File: config.mk
export PLATFORM = sky130hd
export DESIGN_NAME = ipq_ram
export DESIGN_NICKNAME = d
export VERILOG_FILES = /design/src/rtl/ipq_ram.sv
export SDC_FILE = /design/constraint.sdc
export NUM_CORES = 1
export LEC_CHECK = 0
export BUFFER_PORTS_ARGS = -buffer_cell sky130_fd_sc_hd__buf_2
export CORE_UTILIZATION = 52
export CTS_BUF_LIST = sky130_fd_sc_hd__clkbuf_4
export DETAILED_ROUTE_END_ITERATION = 10
export PLACE_DENSITY = 0.76
export REMOVE_ABC_BUFFERS = 1
export SYNTH_ARGS = -nofsm -noshare
export SYNTH_HDL_FRONTEND = slang
export SYNTH_SLANG_ARGS = --single-unit
export TNS_END_PERCENT = 1
File: constraint.sdc
create_clock -name clk_i -period 1.19 [get_ports clk_i]
set_input_delay 0.238 -clock clk_i [delete_from_list [all_inputs] [get_ports clk_i]]
set_output_delay 0.238 -clock clk_i [all_outputs]
set_load 0.03 [all_outputs]
File: src/rtl/ipq_ram.sv
// simple dual-port synchronous ram, one write and one read port
// read data registered; no package dependency
`timescale 1ns / 1ps
`default_nettype none
module ipq_ram #(
  parameter int WIDTH = 8,
  parameter int DEPTH = 2
) (
  input  wire logic                     clk_i,
  input  wire logic                     wr_en_i,
  input  wire logic [$clog2(DEPTH)-1:0] wr_addr_i,
  input  wire logic [WIDTH-1:0]         wr_data_i,
  input  wire logic [$clog2(DEPTH)-1:0] rd_addr_i,
  output logic      [WIDTH-1:0]         rd_data_o
);

  logic [WIDTH-1:0] mem [DEPTH];

  always_ff @(posedge clk_i) begin
    if (wr_en_i) begin
      mem[wr_addr_i] <= wr_data_i;
    end
    rd_data_o <= mem[rd_addr_i];
  end

endmodule
`default_nettype wire

==> results.yml <==
critical_path:
  timing.rr.end: "rd_data_o[2]$_DFF_P_"
  rrSetupSlack_ps: 410
  critical_path_required_ps: 950
  slowest_stage_cell_crit_path: "sky130_fd_sc_hd__dfxtp_1"
  path_max_fanout: 1
  reg2reg_depth: 1
  reg_to_reg_critical_path_startpoint: "mem[1][2]$_DFFE_PP_"
  crit_path_max_incr_delay_ps: 330
  critical-path-top-delay-family: "flip-flops"
  crit_type: "reg2out"
  worst_ep_arrival_time_ps: 820
  cp_num_buf_inv: 1
  path_cells: "buf_2"
  worst_setup_path_start_kind: "register"
  worstSetupEndpointType: "output port"
route:
  routed_wirelength_um: 969
  ant_nets: 0
  wl_per_cell_um: 13.1
  route.detailed.vias_per_inst: 5.01
  drc_errors: 0
  vias: 371
  drtPass1Iterations: 2
  drt_iter0_markers: 11
clocking:
  tritoncts.num_buffers: 3
  ctsHoldBuffers: 0
  cts.reportedPaths.clkPinSlew_ps: 120
  number_of_buffers_on_the_longest_clock_path: 2
  clock_latency_ps: 300
  numClockSinks: 24
  clockRootBuffer: "sky130_fd_sc_hd__clkbuf_4"
  clock_tree_from_tritoncts: "built"
  cts.htree.levels: 1
  post_cts.repair.setup_buffers: 0
  cts.repair.resized: 0
grt:
  initial_antenna_violation_count: 0
  gr-total-overflow: 0
  pin_count_of_the_biggest_net_entering_global_routing: 15
  track_usage_pct: 14.4
  first_pass_grt_wire_length_um: 1390
  first_global_vias: 347
floorplanning:
  dieArea_sq_um: 1670
  die_y_um: 40.8
  coreArea_sq_um: 1350
  rows: 13
  die_span_in_x_um: 40.8
  floorplan.initialDensity_pct: 58.1
  count_of_boundary_i_o_pins: 20
placement:
  hpwlAfterDp_um: 715
  routability_congestion_estimate: 0.671
  portBuffers: 19
yosys:
  syn-instance-count: 35
  synthesis.area_sq_um: 785
  yosys.cell_types.count: 6
  synth-edff-count: 16
  post-synth-top-area-cell: "sky130_fd_sc_hd__edfxtp_1"
  post_synth_main_area_contributors: "sky130_fd_sc_hd__edfxtp_1 (61%), sky130_fd_sc_hd__dfxtp_1 (20%), sky130_fd_sc_hd__mux2_4 (15%)"
  proportion_of_netlist_area_held_by_the_largest_area_contributor_pct: 61.2
  syn_area_per_cell_sq_um: 22.4
  synth-warning-count: 0
  yosys.cell_count.top_type: "sky130_fd_sc_hd__edfxtp_1"
  postSynth.asyncResetShare_pct: 0
  synth.yosys.seq_area_share_pct: 81.7
  yosys_most_used_dff: "sky130_fd_sc_hd__edfxtp_1"
  ys_top_cells_by_count: "sky130_fd_sc_hd__edfxtp_1 (16), sky130_fd_sc_hd__dfxtp_1 (8), sky130_fd_sc_hd__mux2_4 (8)"
  ys_ff_latch: 24
timing:
  finalWorstPathRequiredPeriod_ps: 1050
  fin_clk_skew_ps: 3.71
  slew_violations: 0
  report.final.setup_viol: 0
  fin_tns_setup_ps: 0
  unrepaired_setup_endpoints_after_global_routing: "false"
  timing.slew.headroom_pct: 74.8
  fin_crit_share_pct: 88.5
  final_hold_viol_count: 0
  max_slew.worst_pin.slew_ps: 378
  max_clock_freq_mhz: 950
min_path:
  hold_path.class: "in2reg"
  min_delay_path_depth: 1
  min_from: "wr_data_i[7]"
  timing.hold.worst_endpoint: "mem[0][7]$_DFFE_PP_"
layout:
  number_of_fillers_in_the_final_layout: 93
  ff_latch_area_sq_um: 641
  area_of_combinational_cells_with_multiple_inputs_sq_um: 133
  n_antenna_cell: 0
  share_of_cells_above_drive_strength_1_pct: 55.9
  num-nets-final: 72
  flow.area_growth_from_synthesis_pct: 21.7
pwr:
  static-leakage-power_uw: 0.000401
  cellPowerDensity_nw_per_um2: 1780
  vdd_ir_drop_max_v: 0.00100
  p_total_uw: 1700
run:
  cap_violations: 0
run_status:
  run_status: "finished clean"
-- worst max path at each step --
stage / cells after the start / slack [ps] / from / end
CTS: 1 / 120 / rd_data_o[0]$_DFF_P_ / rd_data_o[0]
floorplan: 1 / 160 / wr_en_i / mem[0][0]$_DFFE_PP_
global placement: 2 / 210 / wr_addr_i / mem[1][1]$_DFFE_PP_
finish: 1 / 140 / rd_data_o[0]$_DFF_P_ / rd_data_o[0]
global route: 1 / 80 / rd_data_o[5]$_DFF_P_ / rd_data_o[5]
detailed placement: 2 / 160 / wr_addr_i / mem[1][1]$_DFFE_PP_
-- kinds of logic after synthesis --
kind of cell	count (synthesis)	synth area share [%]
simple gates	2	1.60
mux	8	15.3
flops	24	81.7
buf+inv	1	1.44
-- through the flow --
step,instances,worst slack [ps],cell area (sq um),hold slack (ps),util [%]
after floorplan,34,159,773,337,-
after global placement,70,211,902,428,66.8
after detailed placement,70,163,902,430,66.8
after CTS,74,123,955,104,70.7
after global routing,74,82.8,955,101,70.7
final,74,137,955,113,70.7
-- flip-flops by register name (all words and copies together), names as in the netlist --
| register | flops |
|---|---|
| rd_data_o | 8 |
| mem | 16 |
-- where the power goes --
group | leakage (uW) | switching [uW] | internal (uW)
clock | 0.0000279 | 225 | 340
sequential | 0.000218 | 15.8 | 954
combinational | 0.000156 | 90.4 | 71.2
total | 0.000401 | 331 | 1370
-- per-layer routing --
layer  part of all wire (%)  vias up  GRT usage [%]
met3                    4.2        0           3.26
met2                     62       12           27.3
met5                      0        -              0
met4                      0        0           7.50
met1                     33      181           13.9
li1                       -      178              -
-- layout make-up --
cell class,instances,share of cell area (%)
Tap cell,15,1.97
Clock inverter,1,3.15
Timing Repair Buffer,21,11.5
Multi-Input combinational cell,10,13.9
Clock buffer,3,2.36
Sequential cell,24,67.1
-- layout by cell type, fill, tap and decap left out, drive strengths merged --
cell type,netlist,layout
dfxtp,8,8
buf,1,21
mux2,8,8
and2,1,1
edfxtp,16,16
bufinv,0,1
clkbuf,0,3
nor2b,1,1
(Power assumes the default switching activity.)
